`config.mk`:
```
export PLATFORM = sky130hd
export DESIGN_NAME = diagonal_smoothstep_alpha_mask
export DESIGN_NICKNAME = d
export VERILOG_FILES = /design/src/hw/rtl/dsam_pkg.sv /design/src/hw/rtl/dsam_front.sv /design/src/hw/rtl/dsam_div_cell.sv /design/src/hw/rtl/dsam_back.sv /design/src/hw/rtl/diagonal_smoothstep_alpha_mask.sv
export SDC_FILE = /design/constraint.sdc
export NUM_CORES = 2
export LEC_CHECK = 0
export ABC_AREA = 1
export BUFFER_PORTS_ARGS = -buffer_cell sky130_fd_sc_hd__buf_2
export CAP_MARGIN = 10
export CORE_MARGIN = 3
export CORE_UTILIZATION = 55
export DETAILED_ROUTE_END_ITERATION = 8
export HOLD_SLACK_MARGIN = 0.03
export PLACE_DENSITY = 0.79
export SLEW_MARGIN = 20
export SYNTH_ARGS = -nofsm -noshare
export SYNTH_HDL_FRONTEND = slang
export SYNTH_HIERARCHICAL = 1
export SYNTH_SLANG_ARGS = --single-unit
```
`constraint.sdc`:
```
create_clock -name clk -period 8.3 [get_ports clk]
set_input_delay 0.83 -clock clk [delete_from_list [all_inputs] [get_ports clk]]
set_output_delay 0.83 -clock clk [all_outputs]
set_load 0.005 [all_outputs]
```
`src/hw/rtl/dsam_pkg.sv`:
```
package dsam_pkg;

    localparam int COORD_BITS = 11;
    localparam int SIDE_W     = 12;
    localparam int WIDTH_W    = 13;
    localparam int DIV_W      = 16;
    localparam int CFG_IDX_W  = 2;

    localparam logic [CFG_IDX_W-1:0] CFG_SQUARE_SIZE  = 2'd0;
    localparam logic [CFG_IDX_W-1:0] CFG_SCREEN_WIDTH = 2'd1;

    localparam logic [SIDE_W-1:0]  SQUARE_SIZE_RST  = 12'd480;
    localparam logic [WIDTH_W-1:0] SCREEN_WIDTH_RST = 13'd640;

    typedef struct packed {
        logic [COORD_BITS-1:0] col;
        logic [COORD_BITS-1:0] row;
        logic [31:0]           pixel;
    } in_t;

    typedef struct packed {
        logic signed [12:0]    screen_x;
        logic [COORD_BITS-1:0] screen_y;
        logic [31:0]           out_pixel;
        logic                  write_enable;
    } out_t;

    // Data that rides along the divider chain.
    typedef struct packed {
        logic                  valid;
        logic                  sat;
        logic                  on_screen;
        logic [12:0]           screen_x;
        logic [COORD_BITS-1:0] screen_y;
        logic [23:0]           rgb;
    } side_t;

endpackage

```
`src/hw/rtl/dsam_front.sv`:
```
module dsam_front (
    input  logic                              clk,
    input  logic                              rst_n,
    input  logic                              accept,
    input  dsam_pkg::in_t                     req,
    input  logic [dsam_pkg::SIDE_W-1:0]       square_size,
    input  logic [dsam_pkg::WIDTH_W-1:0]      screen_width,
    output dsam_pkg::side_t                   side,
    output logic [dsam_pkg::DIV_W-1:0]        rem,
    output logic [dsam_pkg::DIV_W-1:0]        total
);

    logic signed [18:0] side_s, x_s, y_s, w_s;
    logic signed [18:0] d10, total10, adj10, sx;
    logic               live, sat, on_scr;

    dsam_pkg::side_t             side_reg, side_next;
    logic [dsam_pkg::DIV_W-1:0]  rem_reg, rem_next;
    logic [dsam_pkg::DIV_W-1:0]  total_reg, total_next;

    always_comb
    begin
        side_s  = signed'({7'b0, square_size});
        x_s     = signed'({8'b0, req.col});
        y_s     = signed'({8'b0, req.row});
        w_s     = signed'({6'b0, screen_width});
        d10     = (y_s < side_s) ? 19'sd5 * (side_s - y_s) : 19'sd0;
        total10 = 19'sd12 * side_s - d10;
        adj10   = 19'sd10 * x_s - d10 + 19'sd2 * side_s;
        live    = (adj10 > 19'sd0) && (total10 > 19'sd0);
        sat     = live && (adj10 >= total10);
        sx      = w_s - side_s + x_s;
        on_scr  = (sx >= 19'sd0) && (sx < w_s) && (y_s < side_s);

        side_next.valid     = accept;
        side_next.sat       = sat;
        side_next.on_screen = on_scr;
        side_next.screen_x  = sx[12:0];
        side_next.screen_y  = req.row;
        side_next.rgb       = req.pixel[31:8];
        rem_next   = (live && !sat) ? adj10[dsam_pkg::DIV_W-1:0] : '0;
        total_next = total10[dsam_pkg::DIV_W-1:0];
    end

    always_ff @(posedge clk or negedge rst_n)
    begin
        if (!rst_n)
        begin
            side_reg  <= '0;
            rem_reg   <= '0;
            total_reg <= '0;
        end
        else
        begin
            side_reg  <= side_next;
            rem_reg   <= rem_next;
            total_reg <= total_next;
        end
    end

    assign side  = side_reg;
    assign rem   = rem_reg;
    assign total = total_reg;

endmodule

```
`src/hw/rtl/dsam_div_cell.sv`:
```
// One restoring-division step: one quotient bit per cell.
module dsam_div_cell #(
    parameter int FRAC_BITS = 16
) (
    input  logic                          clk,
    input  logic                          rst_n,
    input  dsam_pkg::side_t               side_in,
    input  logic [dsam_pkg::DIV_W-1:0]    rem_in,
    input  logic [dsam_pkg::DIV_W-1:0]    total_in,
    input  logic [FRAC_BITS-1:0]          q_in,
    output dsam_pkg::side_t               side_out,
    output logic [dsam_pkg::DIV_W-1:0]    rem_out,
    output logic [dsam_pkg::DIV_W-1:0]    total_out,
    output logic [FRAC_BITS-1:0]          q_out
);

    logic [dsam_pkg::DIV_W:0]     r2, diff;
    logic                         bit_q;
    dsam_pkg::side_t              side_reg;
    logic [dsam_pkg::DIV_W-1:0]   rem_reg, rem_next, total_reg;
    logic [FRAC_BITS-1:0]         q_reg, q_next;

    always_comb
    begin
        r2       = {rem_in, 1'b0};
        diff     = r2 - {1'b0, total_in};
        bit_q    = (r2 >= {1'b0, total_in});
        rem_next = bit_q ? diff[dsam_pkg::DIV_W-1:0] : r2[dsam_pkg::DIV_W-1:0];
        q_next   = {q_in[FRAC_BITS-2:0], bit_q};
    end

    always_ff @(posedge clk or negedge rst_n)
    begin
        if (!rst_n)
        begin
            side_reg  <= '0;
            rem_reg   <= '0;
            total_reg <= '0;
            q_reg     <= '0;
        end
        else
        begin
            side_reg  <= side_in;
            rem_reg   <= rem_next;
            total_reg <= total_in;
            q_reg     <= q_next;
        end
    end

    assign side_out  = side_reg;
    assign rem_out   = rem_reg;
    assign total_out = total_reg;
    assign q_out     = q_reg;

endmodule

```
`src/hw/rtl/dsam_back.sv`:
```
// Smoothstep, alpha and write flag, three register stages.
module dsam_back #(
    parameter int FRAC_BITS = 16
) (
    input  logic                  clk,
    input  logic                  rst_n,
    input  dsam_pkg::side_t       side_in,
    input  logic [FRAC_BITS-1:0]  q_in,
    output logic                  result_valid,
    output dsam_pkg::out_t        result
);

    localparam int FW = FRAC_BITS + 1;
    localparam logic [FW-1:0]        ONE   = FW'(1) << FRAC_BITS;
    localparam logic [FRAC_BITS+1:0] THREE = (FRAC_BITS + 2)'(3) << FRAC_BITS;

    logic [FW-1:0]            f;
    logic [2*FW-1:0]          ff;
    logic [FRAC_BITS+1:0]     t;
    logic [2*FW+1:0]          st;
    logic [FRAC_BITS+8:0]     a_prod;
    logic [FRAC_BITS+10:0]    v_prod;
    logic                     we;

    dsam_pkg::side_t      s1_reg, s2_reg;
    logic [FW-1:0]        f_reg, f2_reg, s_reg;
    logic                 valid_reg;
    dsam_pkg::out_t       out_reg, out_next;

    always_comb
    begin
        f      = side_in.sat ? ONE : {1'b0, q_in};
        ff     = f * f;
        t      = THREE - {f_reg, 1'b0};
        st     = f2_reg * t;
        a_prod = s_reg * 9'd204;
        v_prod = s_reg * 11'd800;
        we     = (v_prod > {{10{1'b0}}, ONE}) && s2_reg.on_screen;

        out_next.screen_x     = s2_reg.screen_x;
        out_next.screen_y     = s2_reg.screen_y;
        out_next.out_pixel    = we ? {s2_reg.rgb, a_prod[FRAC_BITS+7:FRAC_BITS]} : 32'd0;
        out_next.write_enable = we;
    end

    always_ff @(posedge clk or negedge rst_n)
    begin
        if (!rst_n)
        begin
            s1_reg    <= '0;
            s2_reg    <= '0;
            valid_reg <= 1'b0;
            f_reg     <= '0;
            f2_reg    <= '0;
            s_reg     <= '0;
            out_reg   <= '0;
        end
        else
        begin
            s1_reg    <= side_in;
            f_reg     <= f;
            f2_reg    <= ff[2*FRAC_BITS:FRAC_BITS];

            s2_reg    <= s1_reg;
            s_reg     <= st[2*FRAC_BITS:FRAC_BITS];

            valid_reg <= s2_reg.valid;
            out_reg   <= out_next;
        end
    end

    assign result_valid = valid_reg;
    assign result       = out_reg;

endmodule

```
`src/hw/rtl/diagonal_smoothstep_alpha_mask.sv`:
```
// Channel   | Signals                                   | Handshake
// ----------+-------------------------------------------+---------------------------
// request   | start, busy, req                          | start && !busy
// result    | result_valid, result                      | strobe, one cycle, no stall
// config    | cfg_valid, cfg_ready, cfg_index, cfg_data | cfg_valid && cfg_ready
//
// One request per clock; busy is always low.
// Pipeline: front stage, one divider cell per
// quotient bit, then three smoothstep/alpha stages.
// rst_n clears valids and loads square_size 480, screen_width 640.
// The result side cannot stall, so the chain never holds.
module diagonal_smoothstep_alpha_mask #(
    parameter int FRAC_BITS = 16
) (
    input  logic                              clk,
    input  logic                              rst_n,
    input  logic                              start,
    output logic                              busy,
    input  dsam_pkg::in_t                     req,
    output logic                              result_valid,
    output dsam_pkg::out_t                    result,
    input  logic                              cfg_valid,
    output logic                              cfg_ready,
    input  logic [dsam_pkg::CFG_IDX_W-1:0]    cfg_index,
    input  logic [dsam_pkg::WIDTH_W-1:0]      cfg_data
);

    logic [dsam_pkg::SIDE_W-1:0]   square_size_reg, square_size_next;
    logic [dsam_pkg::WIDTH_W-1:0]  screen_width_reg, screen_width_next;

    dsam_pkg::side_t               side_c  [0:FRAC_BITS];
    logic [dsam_pkg::DIV_W-1:0]    rem_c   [0:FRAC_BITS];
    logic [dsam_pkg::DIV_W-1:0]    total_c [0:FRAC_BITS];
    logic [FRAC_BITS-1:0]          q_c     [0:FRAC_BITS];

    assign busy      = 1'b0;
    assign cfg_ready = 1'b1;

    always_comb
    begin
        square_size_next  = square_size_reg;
        screen_width_next = screen_width_reg;
        if (cfg_valid && cfg_ready)
        begin
            unique case (cfg_index)
                dsam_pkg::CFG_SQUARE_SIZE:
                    square_size_next = cfg_data[dsam_pkg::SIDE_W-1:0];
                dsam_pkg::CFG_SCREEN_WIDTH:
                    screen_width_next = cfg_data;
                default:
                    ;
            endcase
        end
    end

    always_ff @(posedge clk or negedge rst_n)
    begin
        if (!rst_n)
        begin
            square_size_reg  <= dsam_pkg::SQUARE_SIZE_RST;
            screen_width_reg <= dsam_pkg::SCREEN_WIDTH_RST;
        end
        else
        begin
            square_size_reg  <= square_size_next;
            screen_width_reg <= screen_width_next;
        end
    end

    dsam_front u_front (
        .clk          (clk),
        .rst_n        (rst_n),
        .accept       (start && !busy),
        .req          (req),
        .square_size  (square_size_reg),
        .screen_width (screen_width_reg),
        .side         (side_c[0]),
        .rem          (rem_c[0]),
        .total        (total_c[0])
    );

    assign q_c[0] = '0;

    for (genvar i = 0; i < FRAC_BITS; i++)
    begin : g_div
        dsam_div_cell #(.FRAC_BITS(FRAC_BITS)) u_cell (
            .clk       (clk),
            .rst_n     (rst_n),
            .side_in   (side_c[i]),
            .rem_in    (rem_c[i]),
            .total_in  (total_c[i]),
            .q_in      (q_c[i]),
            .side_out  (side_c[i+1]),
            .rem_out   (rem_c[i+1]),
            .total_out (total_c[i+1]),
            .q_out     (q_c[i+1])
        );
    end

    dsam_back #(.FRAC_BITS(FRAC_BITS)) u_back (
        .clk          (clk),
        .rst_n        (rst_n),
        .side_in      (side_c[FRAC_BITS]),
        .q_in         (q_c[FRAC_BITS]),
        .result_valid (result_valid),
        .result       (result)
    );

endmodule

```
# Word level (Yosys, flattened, before mapping)
# Cells that the tools add are included.
# Widths: inputs -> output; s select.
dict set report classes {
  mux 19
  n_addsub 22
  eq_ne 1
  reduce_logical 10
  order_cmp 23
  mul 7
}
# op count
set ops {}
lappend ops {{$ge 17x16->1} 16}
lappend ops {{$mux 16} 16}
lappend ops {{$sub 16x16->16} 15}
lappend ops {{$gt 19x1->1 const B} 2}
lappend ops {{$sub 19x19->19} 2}
lappend ops {{$mul 17x17->33} 1}
lappend ops {{$mul 17x18->33} 1}
lappend ops {{$mux 32} 1}
lappend ops {{$gt 27x17->1 const B} 1}
lappend ops {{$mul 17x5->22 const B} 1}
lappend ops {{$mul 17x6->22 const B} 1}
lappend ops {{$add 19x12->19} 1}
lappend ops {{$add 19x14->19} 1}
lappend ops {{$ge 19x1->1 const B} 1}
lappend ops {{$ge 19x19->1} 1}
lappend ops {{$lt 19x14->1} 1}
lappend ops {{$mul 4x19->19 const A} 1}
lappend ops {{$mux 19} 1}
lappend ops {{$sub 18x18->18 const A} 1}
lappend ops {{$mux 17} 1}
lappend ops {{$mul 2x12->14 const A} 1}
lappend ops {{$mul 3x11->14 const A} 1}
lappend ops {{$sub 13x12->14} 1}
lappend ops {{$sub 12x11->13} 1}
lappend ops {{6 further kinds} 12}
dict set report totals {
  in_bits 73
  reg_bits 1749
  word_cells 252
  output_inout_bits 60
}

# Logic depth before layout (Yosys ltp)
dict set report depth {
  depth_word 11
  ltp_mapped 41
  depth_no_buf 40
}

# By module
# The synthesis kept the hierarchy.
# module seq_area_each_um2 cells_each n_inst area_each_um2
set modules_own_cells {}
lappend modules_own_cells {{dsam_div_cell (g_div[1].u_cell ...)} 2477.4 359 9 3852.4}
lappend modules_own_cells {dsam_back 5230.0 3076 1 26655.6}
lappend modules_own_cells {{dsam_div_cell (g_div[0].u_cell ...)} 2477.4 359 7 3803.6}
lappend modules_own_cells {dsam_front 2077.0 1062 1 8334.2}
lappend modules_own_cells {diagonal_smoothstep_alpha_mask 633.1 116 1 1101.1}

# Worst setup path after synthesis
# No wires, ideal clock.
dict set report synth_path {
  kind {input -> register}
  startpoint {in req[32] in the netlist's numbering}
  endpoint {reg u_front.rem_reg, in the netlist u_front/rem[8]}
  cell_stages 35
  t_required_ps 8174
  setup_slack_ps 1672
  n_path_buf 1
  t_arrival_ps 6502
  setup_ps 126
  cell_sequence {ha_1 > fa_1 > o21ai_2 > nand3_1 > nand2_1 > xnor2_1 > inv_1 > ha_1 > ha_1 > inv_1 > o31ai_1 > nand2_1 > nand2_1 > a21oi_1 > o21ai_0 > fa_1 > ha_1 > inv_1 > nor3_1 > nand4_1 > nand3_1 > a31oi_1 > or2_2 > nand3_1 > inv_1 > ha_1 > nand4_1 > nor3_1 > nand3_1 > o211ai_1 > xnor2_1 > inv_1 > nand3_4 > buf_8 > nor2_2}
}
dict set report synth_via {
  elab_chain_cells 11
  elab_cells_between_ends 15
  classes_between {4 x add/sub; 1 x mul; 4 x order compare; 2 x mux; 4 x reduce/logical}
}
# element line
set synth_lines {}
lappend synth_lines {{start: declaration} diagonal_smoothstep_alpha_mask.sv:19} ;# input dsam_pkg::in_t req,
lappend synth_lines {{$sub 12x11->13} dsam_front.sv:27} ;# d10 = (y_s < side_s) ? 19'sd5 * (side_s - y_s) : 19'sd0;
lappend synth_lines {{$mul 4x19->19} dsam_front.sv:27}
lappend synth_lines {{$mux 19 *} dsam_front.sv:27}
lappend synth_lines {{$sub 19x19->19} dsam_front.sv:29} ;# adj10 = 19'sd10 * x_s - d10 + 19'sd2 * side_s;
lappend synth_lines {{$add 19x14->19} dsam_front.sv:29}
lappend synth_lines {{$gt 19x1->1} dsam_front.sv:30} ;# live = (adj10 > 19'sd0) && (total10 > 19'sd0);
lappend synth_lines {{$logic_and 1x1->1} dsam_front.sv:30}
lappend synth_lines {{$logic_and 1x1->1} dsam_front.sv:31} ;# sat = live && (adj10 >= total10);
lappend synth_lines {{$logic_not 1->1} dsam_front.sv:41} ;# rem_next = (live && !sat) ? adj10[dsam_pkg::DIV_W-1:0] : '0;
lappend synth_lines {{$logic_and 1x1->1} dsam_front.sv:41}
lappend synth_lines {{$mux 16 *} dsam_front.sv:41}
lappend synth_lines {{named net u_front.rem_next, one bit} dsam_front.sv:18} ;# logic [dsam_pkg::DIV_W-1:0] rem_reg, rem_next;
lappend synth_lines {{end signal: assignment} dsam_front.sv:56} ;# rem_reg <= rem_next;
lappend synth_lines {{end: declaration} dsam_front.sv:18}
# The timed path passes the listed nets; every way through them passes the cells marked *.
# A chain may end at the register's enable or synchronous reset.

# Final worst setup path
dict set report layout_path {
  startpoint {reg square_size_reg[1] in the netlist's numbering}
  endpoint {reg u_front.rem_reg, in the netlist u_front/rem[4]}
}
dict set report layout_via {
  elab_chain_cells 11
  elab_cells_between_ends 16
  classes_between {4 x add/sub; 2 x mul; 4 x order compare; 2 x mux; 4 x reduce/logical}
}
# element line
set layout_lines {}
lappend layout_lines {{start: declaration} diagonal_smoothstep_alpha_mask.sv:28} ;# logic [dsam_pkg::SIDE_W-1:0] square_size_reg, square_size_next;
lappend layout_lines {{start signal: assignment} diagonal_smoothstep_alpha_mask.sv:60} ;# square_size_reg <= dsam_pkg::SQUARE_SIZE_RST;
lappend layout_lines {{start signal: assignment} diagonal_smoothstep_alpha_mask.sv:65} ;# square_size_reg <= square_size_next;
lappend layout_lines {{$sub 12x11->13} dsam_front.sv:27}
lappend layout_lines {{$mul 4x19->19} dsam_front.sv:27}
lappend layout_lines {{$mux 19} dsam_front.sv:27}
lappend layout_lines {{$sub 19x19->19} dsam_front.sv:29}
lappend layout_lines {{$add 19x14->19} dsam_front.sv:29}
lappend layout_lines {{$gt 19x1->1} dsam_front.sv:30}
lappend layout_lines {{$logic_and 1x1->1} dsam_front.sv:30}
lappend layout_lines {{$logic_and 1x1->1} dsam_front.sv:31}
lappend layout_lines {{$logic_not 1->1} dsam_front.sv:41}
lappend layout_lines {{$logic_and 1x1->1} dsam_front.sv:41}
lappend layout_lines {{$mux 16 *} dsam_front.sv:41}
lappend layout_lines {{named net u_front.rem_next, one bit} dsam_front.sv:18}
# Marks and branches as above.

==> summary.txt <==
Worst setup path
  – CP max-delay cell: dfrtp_1
  – R2R Path End: u_front/rem[4]$_DFF_PN0_
  – Crit path kind: reg -> reg
  – Critical path arrival: 8160 ps
  – R2R Path Start: square_size_reg[1]$_DFFE_PN0P_
  – CP max stage delay: 530 ps
  – Crit-path leading delay family: adder cells
  – Critical Path RT: 8980 ps
  – Startpoint type of the worst setup path: flop
  – CP max FO: 16
  – CP Capture Type: flop
  – Reg-to-reg slack, setup: 820 ps
  – WP buf/inv: 6
  – Worst path most repeated cell: inv_1
  – Worst R2R Path Depth: 34

GRT
  – Initial antenna violation count: 1
  – Number of global-route vias before repair: 65539
  – Total GRT Usage: 24.4%
  – First-pass GRT wire length: 339 mm
  – Congestion Overflow GR: 0
  – Pin count of the biggest net entering global routing: 218

Floorplanning
  – Io pins: 133
  – Cell row count: 150
  – Die area: 0.174 mm2
  – Core footprint: 0.167 mm2
  – Initial core utilization: 55.5%
  – Die height: 417 um
  – Die Wd: 417 um

Route
  – DR top layer: met4
  – Drt drc: 0
  – Wire per inst: 16.7 um
  – DR WL met3: 10.2 mm
  – Vias per inst: 5.09
  – DRT met1 WL: 86.0 mm
  – Routed wl met2: 103 mm
  – First DRT Iteration DRCs: 4534
  – Via count: 62610
  – Drt pass-1 iters: 8
  – Total Wirelength: 206 mm
  – Antenna Violating Nets Remaining: 0

Hold path
  – Hold Path Cell Cnt: 1
  – Hold path endpoint: u_front/side[50]$_DFF_PN0_
  – Worst Hold Class: in -> reg
  – Hold path startpoint: start

Cells and area
  – Share of cells above drive strength 1: 9.47%
  – Filler instances: 13536
  – Commonest non-fill, non-tap cell in the layout: nand2_1
  – Max FFs per register: 816
  – Nets: 11183
  – Most frequent cells in the layout: 2322 x nand2_1, 1881 x inv_1, 1743 x dfrtp_1
  – Synth-to-layout area growth: 10.1%

Place
  – Gpl congestion: 0.942
  – Port Buf Inserts: 122
  – Detailed placement HPWL: 154 mm

CTS
  – H-Tree Depth: 4
  – Clock Latency Late Sink: 820 ps
  – Num Clock Sinks: 1749
  – Reg clk slew, reported paths: 60 ps
  – Total CTS buffers: 173
  – Clk root buf: clkbuf_16
  – CTS tree: yes
  – Clock buffer depth: 3
  – Cts repair resizes: 0

STA
  – Slew @ Worst Pin: 958 ps
  – Setup Skew: 56.2 ps
  – Final Hold Violating Endpoints: 0
  – Relative slew slack: 36.1%
  – Final setup viols: 0
  – Max frequency: 134 MHz
  – Slew Limit Fails: 0
  – Setup TNS: 0 ps
  – RSZ-0062 raised after global routing: no
  – Fin crit share: 90.1%
  – Post-layout minimum cycle time: 7480 ps

Run
  – MaxCap Viol Count: 0

Synthesis
  – Mapped Area: 0.0928 mm2
  – Syn Area/Cell: 9.58 um2
  – Syn Inst Count: 9688
  – Synth warnings: 6

Run status
  – Status: finished, final reports clean
## metal layers
layer  vias to the layer above  track usage [%]
met2                      1700             42.6
met3                       447             3.50
met1                     30521             31.5
met5                         -                0
li1                      29942                -
met4                         0             8.09
## worst register-to-register path, delay by kind of cell, from the launching register on
| kind | cells | cell delay, ps |
|---|---|---|
| AOI/OAI and AO/OA | 6 | 1450 |
| xor gates and xnor gates | 2 | 370 |
| adders and majority gates | 6 | 2260 |
| buffers and inverters | 6 | 660 |
| DFF | 1 | 530 |
| and+or+nand+nor | 14 | 2100 |
## per-stage QoR
step	hold slack, ps	worst slack (ps)	std cells	area, um2	util, %
after floorplan	331	1670	9711	92900	-
after global placement	331	717	11976	95900	57.3
after detailed placement	335	663	11976	95900	57.3
after CTS	46.4	853	12297	102000	61.0
after global routing	63.5	300	12299	102000	61.0
final	122	820	12299	102000	61.0
## worst max-delay path by stage
stage | startpoint | end | slack [ps] | cells past startpoint
floorplan | req[32] | u_front/rem[8]$_DFF_PN0_ | 1670 | 35
global placement | req[32] | u_front/rem[1]$_DFF_PN0_ | 720 | 35
detailed placement | req[32] | u_front/rem[15]$_DFF_PN0_ | 660 | 35
CTS | square_size_reg[1]$_DFFE_PN0P_ | u_front/rem[4]$_DFF_PN0_ | 850 | 34
global route | square_size_reg[1]$_DFFE_PN0P_ | u_front/rem[4]$_DFF_PN0_ | 300 | 34
finish | square_size_reg[1]$_DFFE_PN0P_ | u_front/rem[4]$_DFF_PN0_ | 820 | 34
## layout make-up
type,instances,area [um2],area share (%)
sequential,1749,43800,42.8
multi-input combinational,5913,41100,40.2
inverter,1947,7350,7.19
clock buffer,235,4910,4.81
tap,2204,2760,2.70
clock inverter,85,1300,1.27
timing repair buffer,165,1040,1.02
antenna,1,2.50,0.00245
## timing repair
action / 4_1_cts / 5_1_grt
setup buffers: 0 / 0
hold buffers: 1 / 0
endpoints found under the hold margin: 71 / 0
Power is not shown: default switching activity piles up to over one toggle a cycle in this logic, so the estimate is an artifact.
